===== src/hw/rtl/dpr_pkg.sv =====
// Shared package for the depth pixel reprojection block.
// Holds widths, register indexes, parameter defaults and controller types; no dependencies.
`default_nettype none
package dpr_pkg;
   localparam int MaxDimDefault = 4096;
   localparam int SkipDefault = 8;
   localparam int CsrAddrWidth = 5;
   localparam logic [13:0] DepthMask = 14'h3FFF;
   localparam int FracBits = 8;

   localparam logic [2:0] RegDepthWidth  = 3'd0;
   localparam logic [2:0] RegDepthHeight = 3'd1;
   localparam logic [2:0] RegCenterX     = 3'd2;
   localparam logic [2:0] RegCenterY     = 3'd3;
   localparam logic [2:0] RegInvFocalX   = 3'd4;
   localparam logic [2:0] RegInvFocalY   = 3'd5;
   localparam logic [2:0] RegColorWidth  = 3'd6;
   localparam logic [2:0] RegColorHeight = 3'd7;

   typedef enum logic [4:0] {
      ST_IDLE = 5'b00001,
      ST_MUL1 = 5'b00010,
      ST_MUL2 = 5'b00100,
      ST_DIV  = 5'b01000,
      ST_OUT  = 5'b10000
   } state_type;

   typedef struct packed {
      logic capture;
      logic mul1;
      logic mul2;
      logic div_step;
      logic load_out;
   } cmd_type;

   typedef struct packed {
      logic emit;
      logic div_done;
   } stat_type;
endpackage
`default_nettype wire


===== src/hw/rtl/dpr_ctrl.sv =====
// Controller state machine of the depth pixel reprojection block.
// Depends on dpr_pkg; drives the datapath through cmd_type and reads stat_type.
`default_nettype none
module dpr_ctrl import dpr_pkg::*; (
   input  wire logic     clock,
   input  wire logic     reset,
   input  wire logic     req_valid,
   output logic          req_ready,
   output logic          rsp_valid,
   input  wire logic     rsp_ready,
   output cmd_type       cmd,
   input  wire stat_type stat
);
   state_type state_ff, state_in;
   logic rsp_valid_ff, rsp_valid_in;

   always_comb begin
      state_in = state_ff;
      rsp_valid_in = rsp_valid_ff && !rsp_ready;
      cmd = '0;
      req_ready = 1'b0;
      unique case (state_ff)
         ST_IDLE: begin
            req_ready = 1'b1;
            if (req_valid) begin
               cmd.capture = 1'b1;
               state_in = ST_MUL1;
            end
         end
         ST_MUL1: begin
            cmd.mul1 = 1'b1;
            state_in = ST_MUL2;
         end
         ST_MUL2: begin
            cmd.mul2 = 1'b1;
            state_in = ST_DIV;
         end
         ST_DIV: begin
            cmd.div_step = 1'b1;
            if (stat.div_done) state_in = ST_OUT;
         end
         ST_OUT: begin
            if (!stat.emit) begin
               state_in = ST_IDLE;
            end else if (!rsp_valid_ff || rsp_ready) begin
               cmd.load_out = 1'b1;
               rsp_valid_in = 1'b1;
               state_in = ST_IDLE;
            end
         end
         default: state_in = ST_IDLE;
      endcase
   end

   always_ff @(posedge clock) begin
      if (reset) begin
         state_ff <= ST_IDLE;
         rsp_valid_ff <= 1'b0;
      end else begin
         state_ff <= state_in;
         rsp_valid_ff <= rsp_valid_in;
      end
   end

   assign rsp_valid = rsp_valid_ff;

   a_onehot: assert property (@(posedge clock) disable iff (reset) $onehot(state_ff))
      else $error("state not one-hot");
   a_hold: assert property (@(posedge clock) disable iff (reset)
      rsp_valid_ff && !rsp_ready |=> rsp_valid_ff)
      else $error("result dropped");
   a_load: assert property (@(posedge clock) disable iff (reset)
      cmd.load_out |-> (!rsp_valid_ff || rsp_ready))
      else $error("result overwritten");
endmodule
`default_nettype wire


===== config.mk =====
export PLATFORM = sky130hd
export DESIGN_NAME = dpr_ctrl
export DESIGN_NICKNAME = d
export VERILOG_FILES = /design/src/hw/rtl/dpr_pkg.sv /design/src/hw/rtl/dpr_ctrl.sv
export SDC_FILE = /design/constraint.sdc
export NUM_CORES = 1
export LEC_CHECK = 0
export ABC_AREA = 1
export BUFFER_PORTS_ARGS = -buffer_cell sky130_fd_sc_hd__buf_2
export CAP_MARGIN = 20
export CORE_AREA = 3 3 40 42
export DETAILED_ROUTE_END_ITERATION = 10
export DIE_AREA = 0 0 43 45
export PLACE_DENSITY = 0.51
export SLEW_MARGIN = 10
export SYNTH_ARGS = -nofsm -noshare
export SYNTH_HDL_FRONTEND = slang
export SYNTH_SLANG_ARGS = --single-unit

===== constraint.sdc =====
create_clock -name clock -period 2.8 [get_ports clock]
set_input_delay 0 -clock clock [delete_from_list [all_inputs] [get_ports clock]]
set_output_delay 0 -clock clock [all_outputs]
set_load 0.03 [all_outputs]

==> results.sh <==
export IMPL_syn_area_per_cell_sq_um=6.67
export IMPL_ys_types=16
export IMPL_period_needed_ps=1320
export IMPL_ys_seq_area_share_pct=33.3
export IMPL_power_switching_uw=67.0
export IMPL_syn_area_sq_um=360
export IMPL_initial_utilization_pct=28.0
export IMPL_place_congestion=0.761
export IMPL_synth_commonest_cells="14 x inv_1, 9 x nor2_1, 6 x dfxtp_1"
export IMPL_tns_ps=0
export IMPL_synth_edf_count=0
export IMPL_rows=13
export IMPL_max_freq_mhz=759
export IMPL_grt_pass1_vias=324
export IMPL_rsz0062_at_grt="false"
export IMPL_fin_util_pct=36.7
export IMPL_critPathLaunchType="register"
export IMPL_hold_viol=0
export IMPL_dr_pass1_iters=4
export IMPL_grt_start_max_net_pins=7
export IMPL_final_setup_viol_count=0
export IMPL_die_area_sq_um=1940
export IMPL_n_antenna_cell=0
export IMPL_grt_overflow=0
export IMPL_cts_buffers_inserted=3
export IMPL_drv_cap=0
export IMPL_grt_pass1_wl_microns=1310
export IMPL_layout_drive_gt1_share_pct=35.7
export IMPL_p_comb_share_pct=22.4
export IMPL_root_buffer="clkbuf_4"
export IMPL_grt_use_total_pct=9.66
export IMPL_outcome="complete, no violations"
export IMPL_async_reset_ff_share_pct=0
export IMPL_worstRegToRegCells=5
export IMPL_post_route_cell_area_sq_um=472
export IMPL_antenna_left=0
export IMPL_worstPathMaxFanout=5
export IMPL_cts_path_max_buffers=2
export IMPL_antenna_found_initial=0
export IMPL_endpoint_kind="output pin"
export IMPL_power_frac_seq_pct=41.6
export IMPL_synth_seq_cells=6
export IMPL_ios=13
export IMPL_clk_pin_slew_ps=40
export IMPL_nets=78
export IMPL_fin_skew_ps=1.29
export IMPL_hpwl_microns=598
export IMPL_port_buffers=12
export IMPL_synth_top_area_share_pct=33.3
export IMPL_cts_sinks=6
export IMPL_core_area_sq_um=1280
export IMPL_hp_class="in2reg"
export IMPL_post_cts_buffers=0
export IMPL_clockPowerShare_pct=36.0
export IMPL_via_per_inst=4.24
export IMPL_via_count=360
export IMPL_clock_latency_ps=240
export IMPL_critical_path_class="reg2out"
export IMPL_relSlewSlack_pct=86.1
export IMPL_power_internal_uw=155
export IMPL_route_detailed_drc=0
export IMPL_p_per_area_nw_per_um2=470
export IMPL_yosysTopAreaCell="dfxtp_1"
export IMPL_synthesis_nets=60
export IMPL_synth_area_leaders="dfxtp_1 33%, inv_1 15%, nor2_1 9.4%"
export IMPL_dieHeight_microns=45
export IMPL_layoutNonFillerInstCount=85
export IMPL_drt_iter0_drc=6
export IMPL_slew_violations=0
export IMPL_die_w_microns=43
export IMPL_wl_microns=745
export IMPL_cp_required_ps=2800
export IMPL_synth_cells=54
export IMPL_tightest_slew_ps=209
export IMPL_whs_path_depth=3
export IMPL_synth_flop_cell="dfxtp_1"
export IMPL_drt_wirelength_per_cell_microns=8.76
export IMPL_syn_to_final_growth_pct=30.9
export IMPL_finalCritPeriodShare_pct=47.1
export IMPL_worstPathArrival_ps=1320
export IMPL_peakVddDrop_mv=0.170
export IMPL_num_fill_cells=147
export IMPL_cts_tree="built"
export IMPL_htreeDepth=1
export IMPL_place_inst=81
export IMPL_place_area_sq_um=439
export IMPL_post_synth_top_count_cell="inv_1"
export IMPL_p_leak_uw=0.000258
export IMPL_ys_warn_count=0
export IMPL_cts_repair_resized=0
export IMPL_switching_share_pct=30.2
layer usage:
metal  global-route usage, %  wire, microns  share of wire [%]
met1                    10.4            321                 43
met2                    14.7            363                 49
met3                    2.39             33                4.4
met4                    10.8             27                3.6
met5                       0              0                  0
kinds of logic (layout without fill, tap and decap cells):
family / count (synthesis) / after routing / synth area share (%)
buffers and inverters: 14 / 30 / 14.6
flip-flops: 6 / 6 / 33.3
AND/OR/NAND/NOR: 29 / 29 / 43.1
AO/OA/AOI/OAI: 5 / 5 / 9.03
registers in the layout, indices dropped and copies added (netlist names):
register,flops
rsp_valid,1
state_ff,5
worst max-delay path: stages, from the launching register on:
cell     delay, ps
dfxtp_1        360
nor2_4         180
nand2_2         60
nor2_2         100
nand2_1         90
nor2_1          80
buf_2          190
layout make-up:
cell class / count / area, sq um / share of cell area [%]
Timing Repair Buffer: 13 / 70.1 / 14.9
Multi-Input combinational cell: 34 / 188 / 39.8
Inverter: 14 / 52.6 / 11.1
Tap cell: 15 / 18.8 / 3.98
Clock buffer: 3 / 22.5 / 4.77
Sequential cell: 6 / 120 / 25.5
repair_timing:
action	in CTS	in global routing
hold buffers	1	0
hold endpoints to repair	1	0
setup endpoints to repair	0	0
power by group through the flow:
stage                     clock network [uW]  logic (uW)  registers [uW]
after global placement                     0        49.0            93.5
after CTS                               84.1        50.4            92.0
final                                   79.9        49.6            92.2
after global routing                    88.7        56.1            92.6
after detailed placement                   0        49.2            93.7
after floorplan                            0        35.6            93.2
worst paths after layout:
path	startpoint	end	slack [ps]
max	state_ff[3]	cmd[0]	1480
min	stat[0]	state_ff[4]	30
max reg2reg	state_ff[0]	state_ff[4]	1740
min reg2reg	rsp_valid	rsp_valid	560
stage by stage:
step | hold WS, ps | power [uW] | setup WS, ps
3_5_place_dp | 254 | 143 | 1730
5_1_grt | 44.5 | 237 | 1340
6_report | 30.7 | 222 | 1480
3_3_place_gp | 251 | 142 | 1740
2_1_floorplan | 62.4 | 129 | 1670
4_1_cts | 17.5 | 227 | 1450
layout by cell type (no fill, tap or decap), drive strengths merged:
| cell type | count |
|---|---|
| o21bai | 1 |
| nand3 | 4 |
| a21oi | 2 |
| nand2 | 9 |
| inv | 14 |
| clkbuf | 3 |
| dfxtp | 6 |
| a31oi | 1 |
| nor3 | 1 |
| o21ai | 1 |
| nor2 | 13 |
| nand4 | 2 |
| buf | 12 |
| dlygate4sd3 | 1 |
(Power assumes the default switching activity.)
