==> src/hw/rtl/dpr_pkg.sv <==
// Shared package for the depth pixel reprojection block.
// Holds widths, register indexes, parameter defaults and controller types; no dependencies.
`default_nettype none
package dpr_pkg;
   localparam int MaxDimDefault = 4096;
   localparam int SkipDefault = 8;
   localparam int CsrAddrWidth = 5;
   localparam logic [13:0] DepthMask = 14'h3FFF;
   localparam int FracBits = 8;

   localparam logic [2:0] RegDepthWidth  = 3'd0;
   localparam logic [2:0] RegDepthHeight = 3'd1;
   localparam logic [2:0] RegCenterX     = 3'd2;
   localparam logic [2:0] RegCenterY     = 3'd3;
   localparam logic [2:0] RegInvFocalX   = 3'd4;
   localparam logic [2:0] RegInvFocalY   = 3'd5;
   localparam logic [2:0] RegColorWidth  = 3'd6;
   localparam logic [2:0] RegColorHeight = 3'd7;

   typedef enum logic [4:0] {
      ST_IDLE = 5'b00001,
      ST_MUL1 = 5'b00010,
      ST_MUL2 = 5'b00100,
      ST_DIV  = 5'b01000,
      ST_OUT  = 5'b10000
   } state_type;

   typedef struct packed {
      logic capture;
      logic mul1;
      logic mul2;
      logic div_step;
      logic load_out;
   } cmd_type;

   typedef struct packed {
      logic emit;
      logic div_done;
   } stat_type;
endpackage
`default_nettype wire

==> src/hw/rtl/dpr_csr.sv <==
// Configuration register file of the depth pixel reprojection block.
// Depends on dpr_pkg for register indexes and widths.
`default_nettype none
module dpr_csr import dpr_pkg::*; (
   input  wire logic                    clock,
   input  wire logic                    reset,
   input  wire logic                    psel,
   input  wire logic                    penable,
   input  wire logic                    pwrite,
   input  wire logic [CsrAddrWidth-1:0] paddr,
   input  wire logic [31:0]             pwdata,
   output logic [31:0]                  prdata,
   output logic [12:0] dw, dh, cw, ch,
   output logic [19:0] cx, cy,
   output logic [23:0] ifx, ify
);
   logic [12:0] dw_ff, dh_ff, cw_ff, ch_ff;
   logic [19:0] cx_ff, cy_ff;
   logic [23:0] ifx_ff, ify_ff;
   logic [2:0] idx;
   assign idx = paddr[4:2];

   always_ff @(posedge clock) begin
      if (reset) begin
         dw_ff <= 13'd640; dh_ff <= 13'd480; cx_ff <= 20'd81920; cy_ff <= 20'd61440;
         ifx_ff <= '0; ify_ff <= '0; cw_ff <= '0; ch_ff <= '0;
      end else if (psel && penable && pwrite) begin
         unique case (idx)
            RegDepthWidth:  dw_ff <= pwdata[12:0];
            RegDepthHeight: dh_ff <= pwdata[12:0];
            RegCenterX:     cx_ff <= pwdata[19:0];
            RegCenterY:     cy_ff <= pwdata[19:0];
            RegInvFocalX:   ifx_ff <= pwdata[23:0];
            RegInvFocalY:   ify_ff <= pwdata[23:0];
            RegColorWidth:  cw_ff <= pwdata[12:0];
            RegColorHeight: ch_ff <= pwdata[12:0];
            default: ;
         endcase
      end
   end

   always_comb begin
      unique case (idx)
         RegDepthWidth:  prdata = 32'(dw_ff);
         RegDepthHeight: prdata = 32'(dh_ff);
         RegCenterX:     prdata = 32'(cx_ff);
         RegCenterY:     prdata = 32'(cy_ff);
         RegInvFocalX:   prdata = 32'(ifx_ff);
         RegInvFocalY:   prdata = 32'(ify_ff);
         RegColorWidth:  prdata = 32'(cw_ff);
         RegColorHeight: prdata = 32'(ch_ff);
         default:        prdata = '0;
      endcase
   end

   assign dw = dw_ff; assign dh = dh_ff; assign cw = cw_ff; assign ch = ch_ff;
   assign cx = cx_ff; assign cy = cy_ff; assign ifx = ifx_ff; assign ify = ify_ff;
endmodule
`default_nettype wire
==> config.mk <==
export PLATFORM = sky130hd
export DESIGN_NAME = dpr_csr
export DESIGN_NICKNAME = d
export VERILOG_FILES = /design/src/hw/rtl/dpr_pkg.sv /design/src/hw/rtl/dpr_csr.sv
export SDC_FILE = /design/constraint.sdc
export NUM_CORES = 1
export LEC_CHECK = 0
export BUFFER_PORTS_ARGS = -buffer_cell sky130_fd_sc_hd__clkbuf_2
export CORE_AREA = 2 2 115 117
export DETAILED_ROUTE_END_ITERATION = 7
export DIE_AREA = 0 0 117 119
export MAX_ROUTING_LAYER = met4
export PLACE_DENSITY = 0.83
export SYNTH_ARGS = -nofsm -noshare
export SYNTH_HDL_FRONTEND = slang
export SYNTH_SLANG_ARGS = --single-unit
==> constraint.sdc <==
create_clock -name clock -period 2.7 [get_ports clock]
set_clock_uncertainty 0.15 [all_clocks]
set_input_delay 0.405 -clock clock [delete_from_list [all_inputs] [get_ports clock]]
set_output_delay 0.405 -clock clock [all_outputs]
set_load 0.02 [all_outputs]
==> results.cfg, run 1 <==
[sta]
setup_tns_ns = 0
setup_viol = 0
hold_violations = 0
worst_pin_slew_ns = 0.801
finalCritPeriodShare = 0.962
max_freq_mhz = 385
fin_ws_ns = 0.102
rsz0062_at_grt = false
finalMaxSlewViolations = 0
fin_crit_ns = 2.60
maxSlewHeadroom = 0.466

[final_layout]
ff_latch_area_mm2 = 0.00280
layout_commonest_cell = nand2_1
n_antenna_cell = 0
final_cells = 1162
mostFrequentLayoutCells = nand2_1, clkbuf_2, dfxtp_1, a21oi_1, mux2i_1
layout-drive-gt1-share = 0.283
final_nets = 1015
areaGrowthSynthToFinish_pct = 25.8
n_fill_cell = 1106
multi_input_area_mm2 = 0.00305

[synthesis]
syn_inst = 810
async_flop_share = 0
syn_area_per_cell_um2 = 7.80
syn_area_mm2 = 0.00632
yosysSeqAreaShare = 0.444
synth_cell_types = 36
synth-edff-count = 0
ys_ff_latch = 140
yosys_warnings = 0
synthFlopType = dfxtp_1

[power_and_ir_drop]
peakVddDrop_mv = 0.414
p_comb_frac = 0.075
p_clk_frac = 0.500
power_density_mw_per_mm2 = 621
p_sw_frac = 0.243
power.share.sequential = 0.425
power_mw = 4.93
cellLeakagePower_nw = 3.32
p_int_mw = 3.73
power.switching_mw = 1.20

[routing]
drtAntennaViolNets = 0
wl_um = 20400
detail_route.wl_per_cell_um = 17.5
dr.first_iter.drc_count = 801
vias_per_cell = 5.52
drt-pass1-iter-count = 5
vias = 6419
drc_errors = 0

[grt]
grt_use_total = 0.296
grt_pass1_wl_um = 31100
antenna_found_initial = 0
grt_max_degree = 62
grt_pass1_vias = 5692
grt-ovfl-total = 0

[run]
drv_cap = 0

[clocking]
clk_path_buf_depth = 2
numCtsBuffers = 17
clock_latency_ns = 0.42
clock-sinks = 140
cts_tree = done
h-tree-depth = 4
post-cts-setup-buffers = 0
cts_root_buf = clkbuf_16
clk_pin_slew_worst_paths_ns = 0.06

[critical_path]
critPathCaptureType = output port
critical-path-top-delay-family = buffers and inverters
cp_cell_sequence = clkbuf_2 -> buf_4 -> nand2b_4 -> nor2_2 -> a221oi_1 -> nor2_1 -> clkbuf_2
slowest_stage = nor2_2
path_buf_inv = 3
critPathArrivalTime_ns = 2.04
worst-path-max-fanout = 21
worst-setup-path-type = in2out
critical_path_required_ns = 2.14
critPathLaunchType = primary input
path_common_cell = clkbuf_2
cp_slowest_stage_delay_ns = 0.37

[floorplan]
rows = 42
die_height_um = 119
fp.coreArea_mm2 = 0.0129
die_x_um = 117
io_pins = 214
start_util = 0.491
die-area_mm2 = 0.0139

[status]
status = finished, final reports clean

[worst_hold_path]
hold_path.class = in2reg

[placed_design]
placed_cells = 1130
io_buffers = 195
gp_congestion = 0.908
dp_hpwl_um = 14100
post-place-ws_ns = -0.0354
## power by group through the flow
stage | logic [mW] | registers, mW | clock network, mW
2_1_floorplan | 0.232 | 2.16 | 0
3_3_place_gp | 0.354 | 2.14 | 0
3_5_place_dp | 0.358 | 2.14 | 0
4_1_cts | 0.359 | 2.10 | 2.47
5_1_grt | 0.388 | 2.10 | 2.57
6_report | 0.368 | 2.10 | 2.47
## sequential cells by signal (all words and copies together) (netlist names)
signal,cells
ifx,24
ify,24
cx,20
cy,20
ch,13
cw,13
dh,13
dw,13
## worst min-delay path, delay by kind of cell
kind	cells	cell delay, ns
simple gates	1	0.05
compound gates	1	0.05
buf+inv	1	0.09
## through the flow
step	hold slack [ns]	area, um2	utilization
final	0.0740	7950	0.617
after global routing	0.0819	7950	0.617
after CTS	0.0742	7940	0.617
after detailed placement	0.313	7320	0.568
after global placement	0.307	7320	0.568
after floorplan	0.376	6340	-
## final timing paths
kind / endpoint / slack (ns) / from / cells after the start
setup / recovery: prdata[9] / 0.10 / paddr[2] / 7
hold reg to reg: dw[6]$_SDFFE_PP0P_ / 0.32 / dw[6]$_SDFFE_PP0P_ / 2
hold / removal: ify[21]$_SDFFE_PP0P_ / 0.07 / pwdata[21] / 3
setup reg to reg: ch[6]$_SDFFE_PP0P_ / 1.77 / ch[6]$_SDFFE_PP0P_ / 2
## cells by family (layout without fill, tap and decap cells)
group           Yosys count  count (layout)  synth area share
compound gates          203             203             0.185
other cells               1               8          0.000594
flops                   140             140             0.444
simple gates            326             326             0.218
mux                      43              43            0.0729
buf+inv                  97             266            0.0794
## Yosys cell counts (all sizes together), types with 2 or more instances
cell type / number / share of area
nor2b: 2 / 0.0020
nand3b: 13 / 0.015
dfxtp: 140 / 0.44
a221oi: 22 / 0.031
a22o: 13 / 0.018
or2: 4 / 0.0040
clkbuf: 23 / 0.014
mux2: 12 / 0.024
inv: 12 / 0.0071
nor2: 35 / 0.023
buf: 62 / 0.059
or3: 3 / 0.0038
a21oi: 130 / 0.10
nor3: 2 / 0.0024
nand2b: 6 / 0.0071
o21ai: 26 / 0.021
o22ai: 8 / 0.0079
mux2i: 31 / 0.049
nand2: 257 / 0.15
## what timing repair did
item / in CTS / in global routing
hold buffers: 0 / 0
pin swaps: 0 / 0
resized for setup: 1 / 1
setup endpoints to repair: 5 / 3
## layer usage
| metal | track usage | part of all wire | wire, um |
|---|---|---|---|
| met1 | 0.392 | 0.42 | 8520 |
| met2 | 0.441 | 0.45 | 9270 |
| met3 | 0.0784 | 0.10 | 2060 |
| met4 | 0.0956 | 0.026 | 526 |
| met5 | - | 0 | 0 |
## layout make-up
class | count | share of cell area
clock buffer | 17 | 0.0535
timing repair buffer | 222 | 0.152
multi-input combinational | 580 | 0.383
inverter | 12 | 0.00567
clock inverter | 15 | 0.0247
tap | 176 | 0.0277
sequential | 140 | 0.353
Note: power is estimated with default switching activity, not from simulation.
==> run 2: changes to the inputs <==
--- a/config.mk
+++ b/config.mk
@@ -11,6 +11,7 @@
 export DIE_AREA = 0 0 117 119
 export MAX_ROUTING_LAYER = met4
 export PLACE_DENSITY = 0.83
+export RECOVER_POWER = 100
 export SYNTH_ARGS = -nofsm -noshare
 export SYNTH_HDL_FRONTEND = slang
 export SYNTH_SLANG_ARGS = --single-unit
==> results.cfg, run 2 (synthesis results as in run 1) <==
[sta]
setup_viol = 0
finalMaxSlewViolations = 0
hold_violations = 0
maxSlewHeadroom = 0.0704
fin_crit_ns = 2.61
rsz0062_at_grt = false
fin_ws_ns = 0.0917
whs_ns = 0.0781
worst_pin_slew_ns = 1.39
max_freq_mhz = 383
setup_tns_ns = 0
finalCritPeriodShare = 0.966

[critical_path]
worst-path-max-fanout = 21
critical-path-top-delay-family = buffers and inverters
cp_slowest_stage_delay_ns = 0.38
cp_cell_sequence = clkbuf_2 -> buf_4 -> nand2b_4 -> nor2_2 -> a221oi_1 -> nor2_1 -> clkbuf_2
worst-setup-path-type = in2out
critPathArrivalTime_ns = 2.05
critPathCaptureType = output port
slowest_stage = nor2_2
path_common_cell = clkbuf_2
path_buf_inv = 3
critical_path_required_ns = 2.14
critPathLaunchType = primary input

[routing]
detail_route.wl_per_cell_um = 17.6
drtAntennaViolNets = 0
drc_errors = 0
wl_um = 20500
vias_per_cell = 5.53
vias = 6428
drt-pass1-iter-count = 5
dr.first_iter.drc_count = 765

[placed_design]
post-place-ws_ns = -0.0354
placed_cells = 1130
io_buffers = 195
postPlaceCellArea_mm2 = 0.00732
dp_hpwl_um = 14100
gp_congestion = 0.908

[floorplan]
start_util = 0.491
rows = 42
die_height_um = 119
fp.coreArea_mm2 = 0.0129
io_pins = 214
die_x_um = 117
die-area_mm2 = 0.0139

[final_layout]
areaGrowthSynthToFinish_pct = 21.9
ff_latch_area_mm2 = 0.00280
final_nets = 1015
n_fill_cell = 1219
n_antenna_cell = 0
layout-drive-gt1-share = 0.111
post-route-util = 0.598
mostFrequentLayoutCells = nand2_1, clkbuf_1, dfxtp_1, a21oi_1, clkbuf_2
final_cells = 1162
multi_input_area_mm2 = 0.00303
layout_commonest_cell = nand2_1
fin_area_mm2 = 0.00770

[grt]
grt_pass1_wl_um = 31100
grt_max_degree = 62
grt-ovfl-total = 0
antenna_found_initial = 0
grt_use_total = 0.296
grt_pass1_vias = 5692

[run]
drv_cap = 0

[clocking]
clk_pin_slew_worst_paths_ns = 0.06
clk_path_buf_depth = 2
numCtsBuffers = 17
clock_latency_ns = 0.41
post-cts-setup-buffers = 0
clock-sinks = 140
hold_buffers = 0
cts_tree = done
cts_root_buf = clkbuf_16
h-tree-depth = 4

[power_and_ir_drop]
cellLeakagePower_nw = 2.75
power_mw = 4.92
power_density_mw_per_mm2 = 639
peakVddDrop_mv = 0.386

[worst_hold_path]
hold_path.class = in2reg

[status]
status = finished, final reports clean
==> run 2: layer usage <==
| metal | GRT usage | up-vias | wire (um) |
|---|---|---|---|
| met3 | 0.0784 | 46 | 2010 |
| li1 | - | 3026 | - |
| met4 | 0.0956 | 0 | 565 |
| met1 | 0.392 | 2993 | 8480 |
| met5 | - | - | 0 |
| met2 | 0.441 | 363 | 9420 |
==> run 2: report_power, final <==
part           internal, mW  leakage [nW]  total (mW)  switching (mW)
Combinational        0.0990          1.33       0.357           0.258
Sequential             2.08          1.13        2.10          0.0138
Clock                  1.54         0.295        2.46           0.921
==> run 2: area by class of cell <==
| class | count | area share |
|---|---|---|
| Inverter | 12 | 0.00585 |
| Multi-Input combinational cell | 580 | 0.394 |
| Timing Repair Buffer | 222 | 0.127 |
| Clock inverter | 15 | 0.0255 |
| Sequential cell | 140 | 0.364 |
| Clock buffer | 17 | 0.0552 |
| Tap cell | 176 | 0.0286 |
==> run 2: repair_timing <==
item | CTS | global route
pin swaps | 0 | 0
endpoints found under the setup margin | 5 | 3
gates resized for setup | 1 | 1
==> run 2: worst paths after layout <==
check | from | endpoint | slack [ns] | depth (start not counted)
hold reg to reg | ify[15]$_SDFFE_PP0P_ | ify[15]$_SDFFE_PP0P_ | 0.32 | 2
hold / removal | pwdata[21] | ify[21]$_SDFFE_PP0P_ | 0.08 | 3
setup reg to reg | ch[6]$_SDFFE_PP0P_ | ch[6]$_SDFFE_PP0P_ | 1.77 | 2
setup / recovery | paddr[2] | prdata[9] | 0.09 | 7
==> run 2: worst reg2reg max path, delay by kind of cell (launching register included) <==
kind | cells | cell delay, ns
compound gates | 2 | 0.30
flops | 1 | 0.41
